--- src/hw/rtl/priority_ready_queue_scheduler_defines.svh ---
// Assertion macros shared by the scheduler RTL.
`ifndef PRIORITY_READY_QUEUE_SCHEDULER_DEFINES_SVH
`define PRIORITY_READY_QUEUE_SCHEDULER_DEFINES_SVH

`ifndef SYNTHESIS
`define PRQS_ASSERT(lbl, prop, msg) \
  lbl: assert property (@(posedge clk_i) disable iff (!rst_ni) prop) else $error(msg);
`define PRQS_ASSERT_ALWAYS(lbl, prop, msg) \
  lbl: assert property (@(posedge clk_i) prop) else $error(msg);
`else
`define PRQS_ASSERT(lbl, prop, msg)
`define PRQS_ASSERT_ALWAYS(lbl, prop, msg)
`endif

`endif

--- src/hw/rtl/prqs_pkg.sv ---
package prqs_pkg;

  localparam int THREADS_DEF = 8;
  localparam int LEVELS_DEF  = 16;

  localparam int OP_W     = 3;
  localparam int TH_W     = 3;
  localparam int REQ_W    = 5;
  localparam int PRIO_W   = 4;
  localparam int STATUS_W = 2;

  typedef enum logic [OP_W-1:0] {
    OP_TAKE    = 3'd0,
    OP_APPEND  = 3'd1,
    OP_SELECT  = 3'd2,
    OP_CHPRIO  = 3'd3,
    OP_SCHED   = 3'd4,
    OP_INSTALL = 3'd5,
    OP_CLEAR   = 3'd6
  } op_e;

  typedef enum logic [STATUS_W-1:0] {
    ST_DONE       = 2'd0,
    ST_IGNORED    = 2'd1,
    ST_NO_CUR     = 2'd2,
    ST_NONE_READY = 2'd3
  } status_e;

  typedef enum logic [2:0] {
    S_IDLE,
    S_CHECK,
    S_INST_CUR,
    S_INST_TH,
    S_APPEND,
    S_RESULT
  } state_e;

  typedef struct packed {
    logic capture;
    logic check;
    logic inst_cur;
    logic inst_th;
    logic append;
    logic load_out;
  } cmd_t;

  typedef struct packed {
    logic go_install;
    logic go_append;
    logic out_free;
  } sts_t;

endpackage

--- src/hw/rtl/prqs_if.sv ---
interface prqs_in_if;
  logic                                valid;
  logic                                ready;
  logic [prqs_pkg::OP_W-1:0]           op;
  logic [prqs_pkg::TH_W-1:0]           thread;
  logic signed [prqs_pkg::REQ_W-1:0]   priority_req;

  modport source (output valid, output op, output thread, output priority_req, input ready);
  modport sink   (input valid, input op, input thread, input priority_req, output ready);
endinterface

interface prqs_out_if;
  logic                              valid;
  logic                              ready;
  logic [prqs_pkg::STATUS_W-1:0]     status;
  logic [prqs_pkg::TH_W-1:0]         current_thread;
  logic                              current_valid;
  logic [prqs_pkg::PRIO_W-1:0]       old_priority;

  modport source (output valid, output status, output current_thread, output current_valid,
                  output old_priority, input ready);
  modport sink   (input valid, input status, input current_thread, input current_valid,
                  input old_priority, output ready);
endinterface

--- src/hw/rtl/priority_ready_queue_scheduler.sv ---
// An accepted transaction runs a check step, then one step per queue update: an append for a
// priority change that requeues; for an install, requeue of an idle current, install, append.
// A result step then loads the output register, waiting while it holds an untaken result.
// The result waits there while the next transaction is taken; none is taken before the load.
// Reset (rst_ni low, asynchronous) empties every level, clears all ready flags and
// priorities and drops the current thread; no clearing pass is needed.
module priority_ready_queue_scheduler #(
  parameter int THREADS = prqs_pkg::THREADS_DEF,
  parameter int LEVELS  = prqs_pkg::LEVELS_DEF
) (
  input  logic         clk_i,
  input  logic         rst_ni,
  prqs_in_if.sink      in_i,
  prqs_out_if.source   out_o
);

  prqs_pkg::cmd_t cmd;
  prqs_pkg::sts_t sts;
  logic           in_ready;

  prqs_ctrl u_ctrl (
    .clk_i      (clk_i),
    .rst_ni     (rst_ni),
    .in_valid_i (in_i.valid),
    .in_ready_o (in_ready),
    .sts_i      (sts),
    .cmd_o      (cmd)
  );

  prqs_dp #(
    .THREADS (THREADS),
    .LEVELS  (LEVELS)
  ) u_dp (
    .clk_i            (clk_i),
    .rst_ni           (rst_ni),
    .cmd_i            (cmd),
    .sts_o            (sts),
    .op_i             (in_i.op),
    .thread_i         (in_i.thread),
    .priority_req_i   (in_i.priority_req),
    .out_valid_o      (out_o.valid),
    .out_ready_i      (out_o.ready),
    .status_o         (out_o.status),
    .current_thread_o (out_o.current_thread),
    .current_valid_o  (out_o.current_valid),
    .old_priority_o   (out_o.old_priority)
  );

  assign in_i.ready = in_ready;

endmodule

--- src/hw/rtl/prqs_ctrl.sv ---
`include "priority_ready_queue_scheduler_defines.svh"

module prqs_ctrl (
  input  logic            clk_i,
  input  logic            rst_ni,
  input  logic            in_valid_i,
  output logic            in_ready_o,
  input  prqs_pkg::sts_t  sts_i,
  output prqs_pkg::cmd_t  cmd_o
);

  prqs_pkg::state_e state_q, state_d;

  always_ff @(posedge clk_i or negedge rst_ni) begin
    if (!rst_ni) begin
      state_q <= prqs_pkg::S_IDLE;
    end else begin
      state_q <= state_d;
    end
  end

  always_comb begin
    state_d    = state_q;
    cmd_o      = '0;
    in_ready_o = 1'b0;
    case (state_q)
      prqs_pkg::S_IDLE: begin
        in_ready_o = 1'b1;
        if (in_valid_i) begin
          cmd_o.capture = 1'b1;
          state_d       = prqs_pkg::S_CHECK;
        end
      end
      prqs_pkg::S_CHECK: begin
        cmd_o.check = 1'b1;
        if (sts_i.go_install) begin
          state_d = prqs_pkg::S_INST_CUR;
        end else if (sts_i.go_append) begin
          state_d = prqs_pkg::S_APPEND;
        end else begin
          state_d = prqs_pkg::S_RESULT;
        end
      end
      prqs_pkg::S_INST_CUR: begin
        cmd_o.inst_cur = 1'b1;
        state_d        = prqs_pkg::S_INST_TH;
      end
      prqs_pkg::S_INST_TH: begin
        cmd_o.inst_th = 1'b1;
        state_d       = prqs_pkg::S_APPEND;
      end
      prqs_pkg::S_APPEND: begin
        cmd_o.append = 1'b1;
        state_d      = prqs_pkg::S_RESULT;
      end
      prqs_pkg::S_RESULT: begin
        cmd_o.load_out = sts_i.out_free;
        if (sts_i.out_free) begin
          state_d = prqs_pkg::S_IDLE;
        end
      end
      default: begin
        state_d = prqs_pkg::S_IDLE;
      end
    endcase
  end

  `PRQS_ASSERT(a_accept_to_check, in_valid_i && in_ready_o |=> state_q == prqs_pkg::S_CHECK, "transaction accepted but no check follows")
  `PRQS_ASSERT(a_install_seq, state_q == prqs_pkg::S_INST_CUR |=> state_q == prqs_pkg::S_INST_TH, "install sequence broken")
  `PRQS_ASSERT(a_result_drain, state_q == prqs_pkg::S_RESULT && sts_i.out_free |=> state_q == prqs_pkg::S_IDLE, "result stage did not release")

endmodule

--- src/hw/rtl/prqs_dp.sv ---
`include "priority_ready_queue_scheduler_defines.svh"

module prqs_dp #(
  parameter int THREADS = prqs_pkg::THREADS_DEF,
  parameter int LEVELS  = prqs_pkg::LEVELS_DEF
) (
  input  logic                                clk_i,
  input  logic                                rst_ni,
  input  prqs_pkg::cmd_t                      cmd_i,
  output prqs_pkg::sts_t                      sts_o,
  input  logic [prqs_pkg::OP_W-1:0]           op_i,
  input  logic [prqs_pkg::TH_W-1:0]           thread_i,
  input  logic signed [prqs_pkg::REQ_W-1:0]   priority_req_i,
  output logic                                out_valid_o,
  input  logic                                out_ready_i,
  output logic [prqs_pkg::STATUS_W-1:0]       status_o,
  output logic [prqs_pkg::TH_W-1:0]           current_thread_o,
  output logic                                current_valid_o,
  output logic [prqs_pkg::PRIO_W-1:0]         old_priority_o
);

  localparam int TIW = $clog2(THREADS);
  localparam int LKW = $clog2(THREADS + 1);
  localparam int LW  = $clog2(LEVELS);
  localparam int PW  = prqs_pkg::PRIO_W;
  localparam int TW  = prqs_pkg::TH_W;
  localparam logic [LKW-1:0] NONE = LKW'(THREADS);

  function automatic logic [PW-1:0] clamp_lvl(input logic [PW-1:0] v);
    clamp_lvl = (int'(v) >= LEVELS) ? PW'(LEVELS - 1) : v;
  endfunction

  // operation in flight
  prqs_pkg::op_e   op_q;
  logic [TW-1:0]   th_q;
  logic            keep_q;
  logic [PW-1:0]   req_q;
  logic [1:0]      status_q;
  logic            have_old_q;
  logic [PW-1:0]   oldp_q;

  // scheduler state
  logic [THREADS-1:0]  ready_q;
  logic [PW-1:0]       prio_q [THREADS];
  logic [LKW-1:0]      next_q [THREADS];
  logic [LKW-1:0]      head_q [LEVELS];
  logic [LKW-1:0]      tail_q [LEVELS];
  logic [LEVELS-1:0]   ne_q;
  logic [TIW-1:0]      cur_q;
  logic                present_q;

  // result register
  logic                out_valid_q;
  logic [1:0]          out_status_q;
  logic [TW-1:0]       out_thread_q;
  logic                out_cvalid_q;
  logic [PW-1:0]       out_oldp_q;

  logic            sel_th, th_ok, in_rng, t_ready, cur_is_th;
  logic [TIW-1:0]  t_raw, t_idx;
  logic [PW-1:0]   t_prio, req_cl;
  logic [LW-1:0]   p_lvl, enc, lvl_idx;
  logic            any_ne, tail_ok, next_ok;
  logic [LKW-1:0]  head_rd, tail_rd, next_rd;

  prqs_pkg::status_e st_d;
  logic st_we, app_en, take_en, sel_en, sched_en, clr_en, setp_en, old_we;
  logic go_install, go_append;

  assign sel_th    = cmd_i.inst_th | (cmd_i.check & (op_q == prqs_pkg::OP_INSTALL));
  assign th_ok     = int'(th_q) < THREADS;
  assign t_raw     = sel_th ? TIW'(th_q) : cur_q;
  assign in_rng    = int'(t_raw) < THREADS;
  assign t_idx     = in_rng ? t_raw : '0;
  assign t_ready   = in_rng & ready_q[t_idx];
  assign t_prio    = prio_q[t_idx];
  assign p_lvl     = LW'(clamp_lvl(t_prio));
  assign req_cl    = clamp_lvl(req_q);
  assign cur_is_th = present_q && (int'(cur_q) == int'(th_q));

  always_comb begin
    enc = '0;
    for (int i = LEVELS - 1; i >= 0; i--) begin
      if (ne_q[i]) begin
        enc = LW'(i);
      end
    end
  end

  assign any_ne  = |ne_q;
  assign lvl_idx = (cmd_i.check && op_q == prqs_pkg::OP_SCHED) ? enc : p_lvl;
  assign head_rd = head_q[lvl_idx];
  assign tail_rd = tail_q[p_lvl];
  assign next_rd = next_q[cur_q];
  assign tail_ok = int'(tail_rd) < THREADS;
  assign next_ok = int'(next_rd) < THREADS;

  always_comb begin
    st_d       = prqs_pkg::ST_IGNORED;
    st_we      = 1'b0;
    app_en     = 1'b0;
    take_en    = 1'b0;
    sel_en     = 1'b0;
    sched_en   = 1'b0;
    clr_en     = 1'b0;
    setp_en    = 1'b0;
    old_we     = 1'b0;
    go_install = 1'b0;
    go_append  = 1'b0;
    if (cmd_i.check) begin
      st_we = 1'b1;
      case (op_q)
        prqs_pkg::OP_TAKE: begin
          if (!present_q) begin
            st_d = prqs_pkg::ST_NO_CUR;
          end else if (t_ready && head_rd == LKW'(cur_q)) begin
            take_en = 1'b1;
            st_d    = prqs_pkg::ST_DONE;
          end
        end
        prqs_pkg::OP_APPEND: begin
          if (!present_q) begin
            st_d = prqs_pkg::ST_NO_CUR;
          end else if (!t_ready) begin
            app_en = 1'b1;
            st_d   = prqs_pkg::ST_DONE;
          end
        end
        prqs_pkg::OP_SELECT: begin
          if (th_ok && !cur_is_th) begin
            sel_en = 1'b1;
            st_d   = prqs_pkg::ST_DONE;
          end
        end
        prqs_pkg::OP_CHPRIO: begin
          if (!present_q) begin
            st_d = prqs_pkg::ST_NO_CUR;
          end else begin
            old_we = 1'b1;
            if (!t_ready) begin
              setp_en   = !keep_q;
              go_append = 1'b1;
              st_d      = prqs_pkg::ST_DONE;
            end
          end
        end
        prqs_pkg::OP_SCHED: begin
          if (any_ne) begin
            sched_en = 1'b1;
            st_d     = prqs_pkg::ST_DONE;
          end else begin
            st_d = prqs_pkg::ST_NONE_READY;
          end
        end
        prqs_pkg::OP_INSTALL: begin
          if (th_ok && !t_ready) begin
            go_install = 1'b1;
            st_d       = prqs_pkg::ST_DONE;
          end
        end
        prqs_pkg::OP_CLEAR: begin
          if (present_q) begin
            clr_en = 1'b1;
            st_d   = prqs_pkg::ST_DONE;
          end
        end
        default: begin
          st_d = prqs_pkg::ST_IGNORED;
        end
      endcase
    end
    // an idle previous current goes back on its queue before the install
    if (cmd_i.inst_cur) begin
      app_en = present_q && !t_ready;
    end
    if (cmd_i.inst_th) begin
      setp_en = !keep_q;
      sel_en  = 1'b1;
    end
    if (cmd_i.append) begin
      app_en = 1'b1;
    end
  end

  assign sts_o.go_install = go_install;
  assign sts_o.go_append  = go_append;
  assign sts_o.out_free   = !out_valid_q || out_ready_i;

  always_ff @(posedge clk_i or negedge rst_ni) begin
    if (!rst_ni) begin
      op_q        <= prqs_pkg::OP_TAKE;
      th_q        <= '0;
      keep_q      <= 1'b0;
      req_q       <= '0;
      status_q    <= '0;
      have_old_q  <= 1'b0;
      oldp_q      <= '0;
      ready_q     <= '0;
      ne_q        <= '0;
      cur_q       <= '0;
      present_q   <= 1'b0;
      for (int i = 0; i < THREADS; i++) begin
        prio_q[i] <= '0;
        next_q[i] <= NONE;
      end
      for (int i = 0; i < LEVELS; i++) begin
        head_q[i] <= NONE;
        tail_q[i] <= NONE;
      end
      out_valid_q  <= 1'b0;
      out_status_q <= '0;
      out_thread_q <= '0;
      out_cvalid_q <= 1'b0;
      out_oldp_q   <= '0;
    end else begin
      if (cmd_i.capture) begin
        op_q       <= prqs_pkg::op_e'(op_i);
        th_q       <= thread_i;
        keep_q     <= priority_req_i[prqs_pkg::REQ_W-1];
        req_q      <= priority_req_i[PW-1:0];
        have_old_q <= 1'b0;
      end
      if (st_we) begin
        status_q <= st_d;
      end
      if (old_we) begin
        oldp_q     <= t_prio;
        have_old_q <= 1'b1;
      end
      if (setp_en) begin
        prio_q[t_idx] <= req_cl;
      end
      if (take_en) begin
        ready_q[t_idx] <= 1'b0;
        next_q[t_idx]  <= NONE;
        ne_q[p_lvl]    <= next_ok;
        if (next_ok) begin
          head_q[p_lvl] <= next_rd;
        end else begin
          head_q[p_lvl] <= NONE;
          tail_q[p_lvl] <= NONE;
        end
      end
      if (app_en) begin
        if (tail_ok) begin
          next_q[TIW'(tail_rd)] <= LKW'(t_idx);
        end else begin
          head_q[p_lvl] <= LKW'(t_idx);
          ne_q[p_lvl]   <= 1'b1;
        end
        tail_q[p_lvl]  <= LKW'(t_idx);
        ready_q[t_idx] <= 1'b1;
        next_q[t_idx]  <= NONE;
      end
      if (sel_en) begin
        cur_q     <= TIW'(th_q);
        present_q <= 1'b1;
      end
      if (sched_en) begin
        cur_q     <= TIW'(head_rd);
        present_q <= 1'b1;
      end
      if (clr_en) begin
        present_q <= 1'b0;
      end
      if (cmd_i.load_out) begin
        out_valid_q  <= 1'b1;
        out_status_q <= status_q;
        out_thread_q <= present_q ? TW'(cur_q) : '0;
        out_cvalid_q <= present_q;
        out_oldp_q   <= have_old_q ? oldp_q : (present_q ? t_prio : '0);
      end else if (out_ready_i) begin
        out_valid_q <= 1'b0;
      end
    end
  end

  assign out_valid_o      = out_valid_q;
  assign status_o         = out_status_q;
  assign current_thread_o = out_thread_q;
  assign current_valid_o  = out_cvalid_q;
  assign old_priority_o   = out_oldp_q;

  `PRQS_ASSERT(a_load_needs_room, cmd_i.load_out |-> !out_valid_q || out_ready_i, "result loaded over a pending transaction")
  `PRQS_ASSERT(a_sched_sets_cur, cmd_i.check && op_q == prqs_pkg::OP_SCHED && any_ne |=> present_q, "schedule found a level but no current thread")
  `PRQS_ASSERT_ALWAYS(a_cur_in_range, present_q |-> int'(cur_q) < THREADS, "current thread index out of range")

endmodule

--- src/flat_wrapper.sv ---
// flat-port wrapper written by rule: the top's interface ports become plain ports
module priority_ready_queue_scheduler_flat 
#(
  parameter int THREADS = prqs_pkg::THREADS_DEF,
  parameter int LEVELS  = prqs_pkg::LEVELS_DEF
)
  (clk_i, rst_ni, in_i_valid, in_i_op, in_i_thread, in_i_priority_req, in_i_ready, out_o_valid, out_o_status, out_o_current_thread, out_o_current_valid, out_o_old_priority, out_o_ready);
  prqs_in_if in_i_i ();
  prqs_out_if out_o_i ();
  input  logic clk_i;
  input  logic rst_ni;
  input wire logic [$bits(in_i_i.valid)-1:0] in_i_valid;
  input wire logic [$bits(in_i_i.op)-1:0] in_i_op;
  input wire logic [$bits(in_i_i.thread)-1:0] in_i_thread;
  input wire logic [$bits(in_i_i.priority_req)-1:0] in_i_priority_req;
  output wire logic [$bits(in_i_i.ready)-1:0] in_i_ready;
  output wire logic [$bits(out_o_i.valid)-1:0] out_o_valid;
  output wire logic [$bits(out_o_i.status)-1:0] out_o_status;
  output wire logic [$bits(out_o_i.current_thread)-1:0] out_o_current_thread;
  output wire logic [$bits(out_o_i.current_valid)-1:0] out_o_current_valid;
  output wire logic [$bits(out_o_i.old_priority)-1:0] out_o_old_priority;
  input wire logic [$bits(out_o_i.ready)-1:0] out_o_ready;
  assign in_i_i.valid = in_i_valid;
  assign in_i_i.op = in_i_op;
  assign in_i_i.thread = in_i_thread;
  assign in_i_i.priority_req = in_i_priority_req;
  assign in_i_ready = in_i_i.ready;
  assign out_o_valid = out_o_i.valid;
  assign out_o_status = out_o_i.status;
  assign out_o_current_thread = out_o_i.current_thread;
  assign out_o_current_valid = out_o_i.current_valid;
  assign out_o_old_priority = out_o_i.old_priority;
  assign out_o_i.ready = out_o_ready;
  priority_ready_queue_scheduler #(.THREADS(THREADS), .LEVELS(LEVELS)) u_core (.clk_i(clk_i), .rst_ni(rst_ni), .in_i(in_i_i), .out_o(out_o_i));
endmodule
--- config.mk ---
export PLATFORM = sky130hd
export DESIGN_NAME = priority_ready_queue_scheduler_flat
export DESIGN_NICKNAME = d
export VERILOG_FILES = /design/src/hw/rtl/prqs_pkg.sv /design/src/hw/rtl/prqs_if.sv /design/src/hw/rtl/priority_ready_queue_scheduler.sv /design/src/hw/rtl/prqs_ctrl.sv /design/src/hw/rtl/prqs_dp.sv /design/src/flat_wrapper.sv
export VERILOG_INCLUDE_DIRS = /design/src /design/src/hw/rtl
export SDC_FILE = /design/constraint.sdc
export NUM_CORES = 1
export LEC_CHECK = 0
export ABC_AREA = 1
export BUFFER_PORTS_ARGS = -buffer_cell sky130_fd_sc_hd__buf_2
export CORE_MARGIN = 2
export CORE_UTILIZATION = 45
export CTS_CLUSTER_DIAMETER = 200
export DETAILED_ROUTE_END_ITERATION = 7
export PLACE_DENSITY_LB_ADDON = 0.3
export SLEW_MARGIN = 40
export SYNTH_ARGS = -nofsm -noshare
export SYNTH_HDL_FRONTEND = slang
export SYNTH_HIERARCHICAL = 1
export SYNTH_SLANG_ARGS = --single-unit
export TNS_END_PERCENT = 30
--- constraint.sdc ---
create_clock -name clk_i -period 6.5 [get_ports clk_i]
set_input_delay 0.325 -clock clk_i [delete_from_list [all_inputs] [get_ports clk_i]]
set_output_delay 0.325 -clock clk_i [all_outputs]
set_load 0.005 [all_outputs]
==> results.sh <==
export IMPL_status="complete, no violations"
export IMPL_cts_path_max_buffers=3
export IMPL_post_synth_cell_area_avg_um2=7.31
export IMPL_totalWireLength_um=45300
export IMPL_mean_number_of_vias_per_cell=5.81
export IMPL_final_core_utilization_pct=51.6
export IMPL_vias=13400
export IMPL_count_leader_synth="nand2_1"
export IMPL_slew_limit_headroom_pct=41.6
export IMPL_regToRegEndpoint="u_core/u_dp/next_q[8]$_DFF_PN0_"
export IMPL_clock_latency_ns=0.57
export IMPL_post_synth_num_cell_types=46
export IMPL_cts_max_level=1
export IMPL_core_area_mm2=0.0298
export IMPL_grt_total_usage_pct=28.8
export IMPL_shortest_clock_period_the_worst_path_allows_after_layout_ns=5.77
export IMPL_max_slew_violation_total_from_the_final_report=0
export IMPL_floorplan_die_height_um=178
export IMPL_mappedNetlistNets=1888
export IMPL_ys_seq_elements=252
export IMPL_yosys_area_top_type="dfrtp_1"
export IMPL_drtIter0Drc=1988
export IMPL_globalRouteOverflowTotal=0
export IMPL_internal_power_uw=3440
export IMPL_power_uw=6360
export IMPL_worst_slew_pin_transition_ns=0.870
export IMPL_max_vdd_ir_drop_uv=236
export IMPL_antenna_cells_inserted=0
export IMPL_ff_latch_area_mm2=0.00636
export IMPL_startpoint="u_core/u_ctrl/state_q[1]$_DFFE_PN0P_"
export IMPL_grt_first_pass_wirelength_um=71100
export IMPL_finalNetCount=1915
export IMPL_synth_area_mm2=0.0137
export IMPL_clkTransAtPathRegs_ns=0.06
export IMPL_finalSetupTns_ns=0
export IMPL_hpwl_um=31300
export IMPL_layout_area_overhead_vs_synth_pct=12.3
export IMPL_setup_worst_path_class="reg2reg"
export IMPL_worst_path_max_fanout=32
export IMPL_cts_inserted_buffers=29
export IMPL_timing_hold_worst_class="in2reg"
export IMPL_ys_async_sr_fraction_pct=100
export IMPL_total_switching_power_uw=2920
export IMPL_cap_viol_max_count=0
export IMPL_critPathArrivalTime_ns=6.24
export IMPL_yosysWarnings=6
export IMPL_die_width_um=178
export IMPL_avgRoutedWirePerCell_um=19.6
export IMPL_total_leakage_power_uw=0.00732
export IMPL_worst_r2r_path_depth=27
export IMPL_setup_viol=0
export IMPL_reg2reg_setup_slack_ns=0.73
export IMPL_synth_seq_area_share_pct=46.4
export IMPL_synthesized_netlist_cell_count=1873
export IMPL_endpoint_kind="flip-flop"
export IMPL_cts_sink_count=252
export IMPL_min_period_over_period_pct=88.8
export IMPL_hold_viol_final=0
export IMPL_first_pass_iters=6
export IMPL_nFillCells=2920
export IMPL_final_layout_size_suffix_gt1_share_pct=10.3
export IMPL_grt_pass1_vias=12800
export IMPL_dieArea_mm2=0.0318
export IMPL_synth_cells_most_frequent="549 x nand2_1, 267 x nor2_1, 212 x dfrtp_1"
export IMPL_cp_required_ns=6.97
export IMPL_drc_errors=0
export IMPL_cts_tree="done"
export IMPL_initial_core_util_pct=45.9
export IMPL_detail_route_antenna_nets=0
export IMPL_pin_count=27
export IMPL_yosysTopAreaCellShare_pct=38.8
export IMPL_core_rowCount=63
export IMPL_seq_power_share_pct=31.8
export IMPL_fmax_ghz=0.173
export IMPL_grt_antenna_before_repair=0
export IMPL_rsz0062_at_grt="no"
export IMPL_synth_enable_flop_cells=0
export IMPL_globalplace_congestion=0.949
export IMPL_timing_rr_start="u_core/u_ctrl/state_q[1]$_DFFE_PN0P_"
export IMPL_worstSetupStartpointType="flip-flop"
export IMPL_worstSetupEndpoint="u_core/u_dp/next_q[8]$_DFF_PN0_"
export IMPL_combPwrFrac_pct=42.7
export IMPL_ys_top_cells_by_area="dfrtp_1 39%, nand2_1 15%, dfstp_2 7.7%"
export IMPL_cts_setup_buffers=0
export IMPL_port_buffer_count=26
export IMPL_grt_start_max_net_pins=143
export IMPL_ctsRootBufferMaster="clkbuf_16"
export IMPL_powerDensity_mw_per_mm2=414
export IMPL_synth_main_ff_cell="dfrtp_1"
export IMPL_multi_input_area_mm2=0.00641
export IMPL_clock_skew_final_ns=0.0261
export IMPL_power_switching_fraction_pct=46.0
export IMPL_power_frac_clock_pct=25.5
-- cell type report --
cell class,instances,share of cell area [%]
clock buffers,47,5.49
inverters,167,4.09
well taps,390,3.17
flip-flops and latches,252,41.3
clock inverters,7,0.651
repair buffers,67,3.52
multi-input cells,1383,41.7
-- critical path, cell delays in order, from the launching register on --
cell,delay [ns]
dfrtp_1,0.45
nor3_2,0.19
buf_4,0.18
nand2_2,0.11
nand2_4,0.16
nand2_1,0.08
nand2_2,0.61
nand2_1,0.12
nand2_1,0.11
nand2_1,0.05
nand2_1,0.09
nand2_1,0.06
nand2_2,0.18
nand2_2,0.09
nand2_2,0.53
nand2_1,0.11
nand3_1,0.10
nand3_1,0.13
nand3_1,0.20
nand3_1,0.11
nand2_1,0.11
nor2_2,0.03
buf_4,0.21
nand2_1,0.19
clkinv_1,0.72
nand3_1,0.49
nand3_1,0.10
o21ai_0,0.12
-- power groups by stage --
stage               registers, uW  logic (uW)  clock network, uW
detailed placement           2040        2590                  0
global placement             2030        2540                  0
floorplan                    1990        1690                  0
CTS                          2010        2610               1650
finish                       2020        2720               1620
global route                 2050        2920               1720
-- stage by stage --
| step | setup slack (ns) | instance area (um^2) | hold slack [ns] | std cells |
|---|---|---|---|---|
| after global routing | 0.313 | 15400 | 0.112 | 2313 |
| after CTS | 0.511 | 15300 | 0.0452 | 2311 |
| final | 0.730 | 15400 | 0.0681 | 2313 |
| after detailed placement | 0.565 | 14200 | 0.438 | 2245 |
| after floorplan | 2.96 | 13700 | 0.0294 | 1873 |
| after global placement | 0.656 | 14200 | 0.443 | 2243 |
-- cell usage in the layout (no fill, tap or decap), drive strengths merged --
| cell | n |
|---|---|
| inv | 165 |
| and2 | 1 |
| nand2 | 560 |
| nor3 | 28 |
| o211ai | 2 |
| o21bai | 2 |
| bufinv | 2 |
| o311ai | 1 |
| a21o | 1 |
| clkinv | 7 |
| a31oi | 2 |
| nand3b | 3 |
| dfstp | 40 |
| buf | 55 |
| dlygate4sd3 | 12 |
| o22ai | 65 |
| nand4 | 25 |
| clkbuf | 47 |
| nand3 | 177 |
| nor2 | 274 |
| o21ai | 166 |
| o22a | 1 |
| a21boi | 1 |
| a21oi | 31 |
| nor4 | 3 |
| a221oi | 1 |
| dfrtp | 212 |
| o31ai | 1 |
| o21a | 5 |
| a22oi | 33 |
-- layer usage --
layer  share of wire, %  GRT usage, %
met3                8.7          4.80
met4                4.1          10.8
met5                  0             0
met1                 41          38.8
met2                 46          46.6
-- flip-flops by register name, indices dropped and copies added, names as in the netlist, 3 cells and up --
register	flops
u_core/u_dp/op_q	3
u_core/u_dp/old_priority_o	4
u_core/u_dp/th_q	3
u_core/u_dp/prio_q	32
u_core/u_dp/next_q	32
u_core/u_dp/current_thread_o	3
u_core/u_dp/ready_q	8
u_core/u_ctrl/state_q	3
u_core/u_dp/ne_q	16
u_core/u_dp/cur_q	3
u_core/u_dp/oldp_q	4
u_core/u_dp/tail_q	64
u_core/u_dp/head_q	64
u_core/u_dp/req_cl	4
-- logic make-up after synthesis --
group	share of synthesized area, %
flip-flops	46.4
buffers and inverters	7.05
AND/OR/NAND/NOR	33.4
AO/OA/AOI/OAI	13.1
-- timing repair --
item / in CTS / in global routing
hold buffers: 12 / 0
endpoints found under the hold margin: 100 / 0
setup endpoints to repair: 0 / 0
gates resized for setup: 0 / 0
-- worst min-delay path by stage --
stage | startpoint | endpoint | slack [ns] | cells past startpoint
finish | out_o_ready | u_core/u_dp/out_valid_o$_DFFE_PN0P_ | 0.07 | 4
global route | out_o_ready | u_core/u_dp/out_valid_o$_DFFE_PN0P_ | 0.11 | 4
CTS | out_o_ready | u_core/u_dp/out_valid_o$_DFFE_PN0P_ | 0.05 | 4
detailed placement | rst_ni | u_core/u_dp/ne_q[13]$_DFF_PN0_ | 0.44 | 1
global placement | rst_ni | u_core/u_dp/ne_q[13]$_DFF_PN0_ | 0.44 | 1
floorplan | rst_ni | u_core/u_ctrl/state_q[0]$_DFFE_PN0P_ | 0.03 | 0
Note: power is estimated with default switching activity, not from simulation.
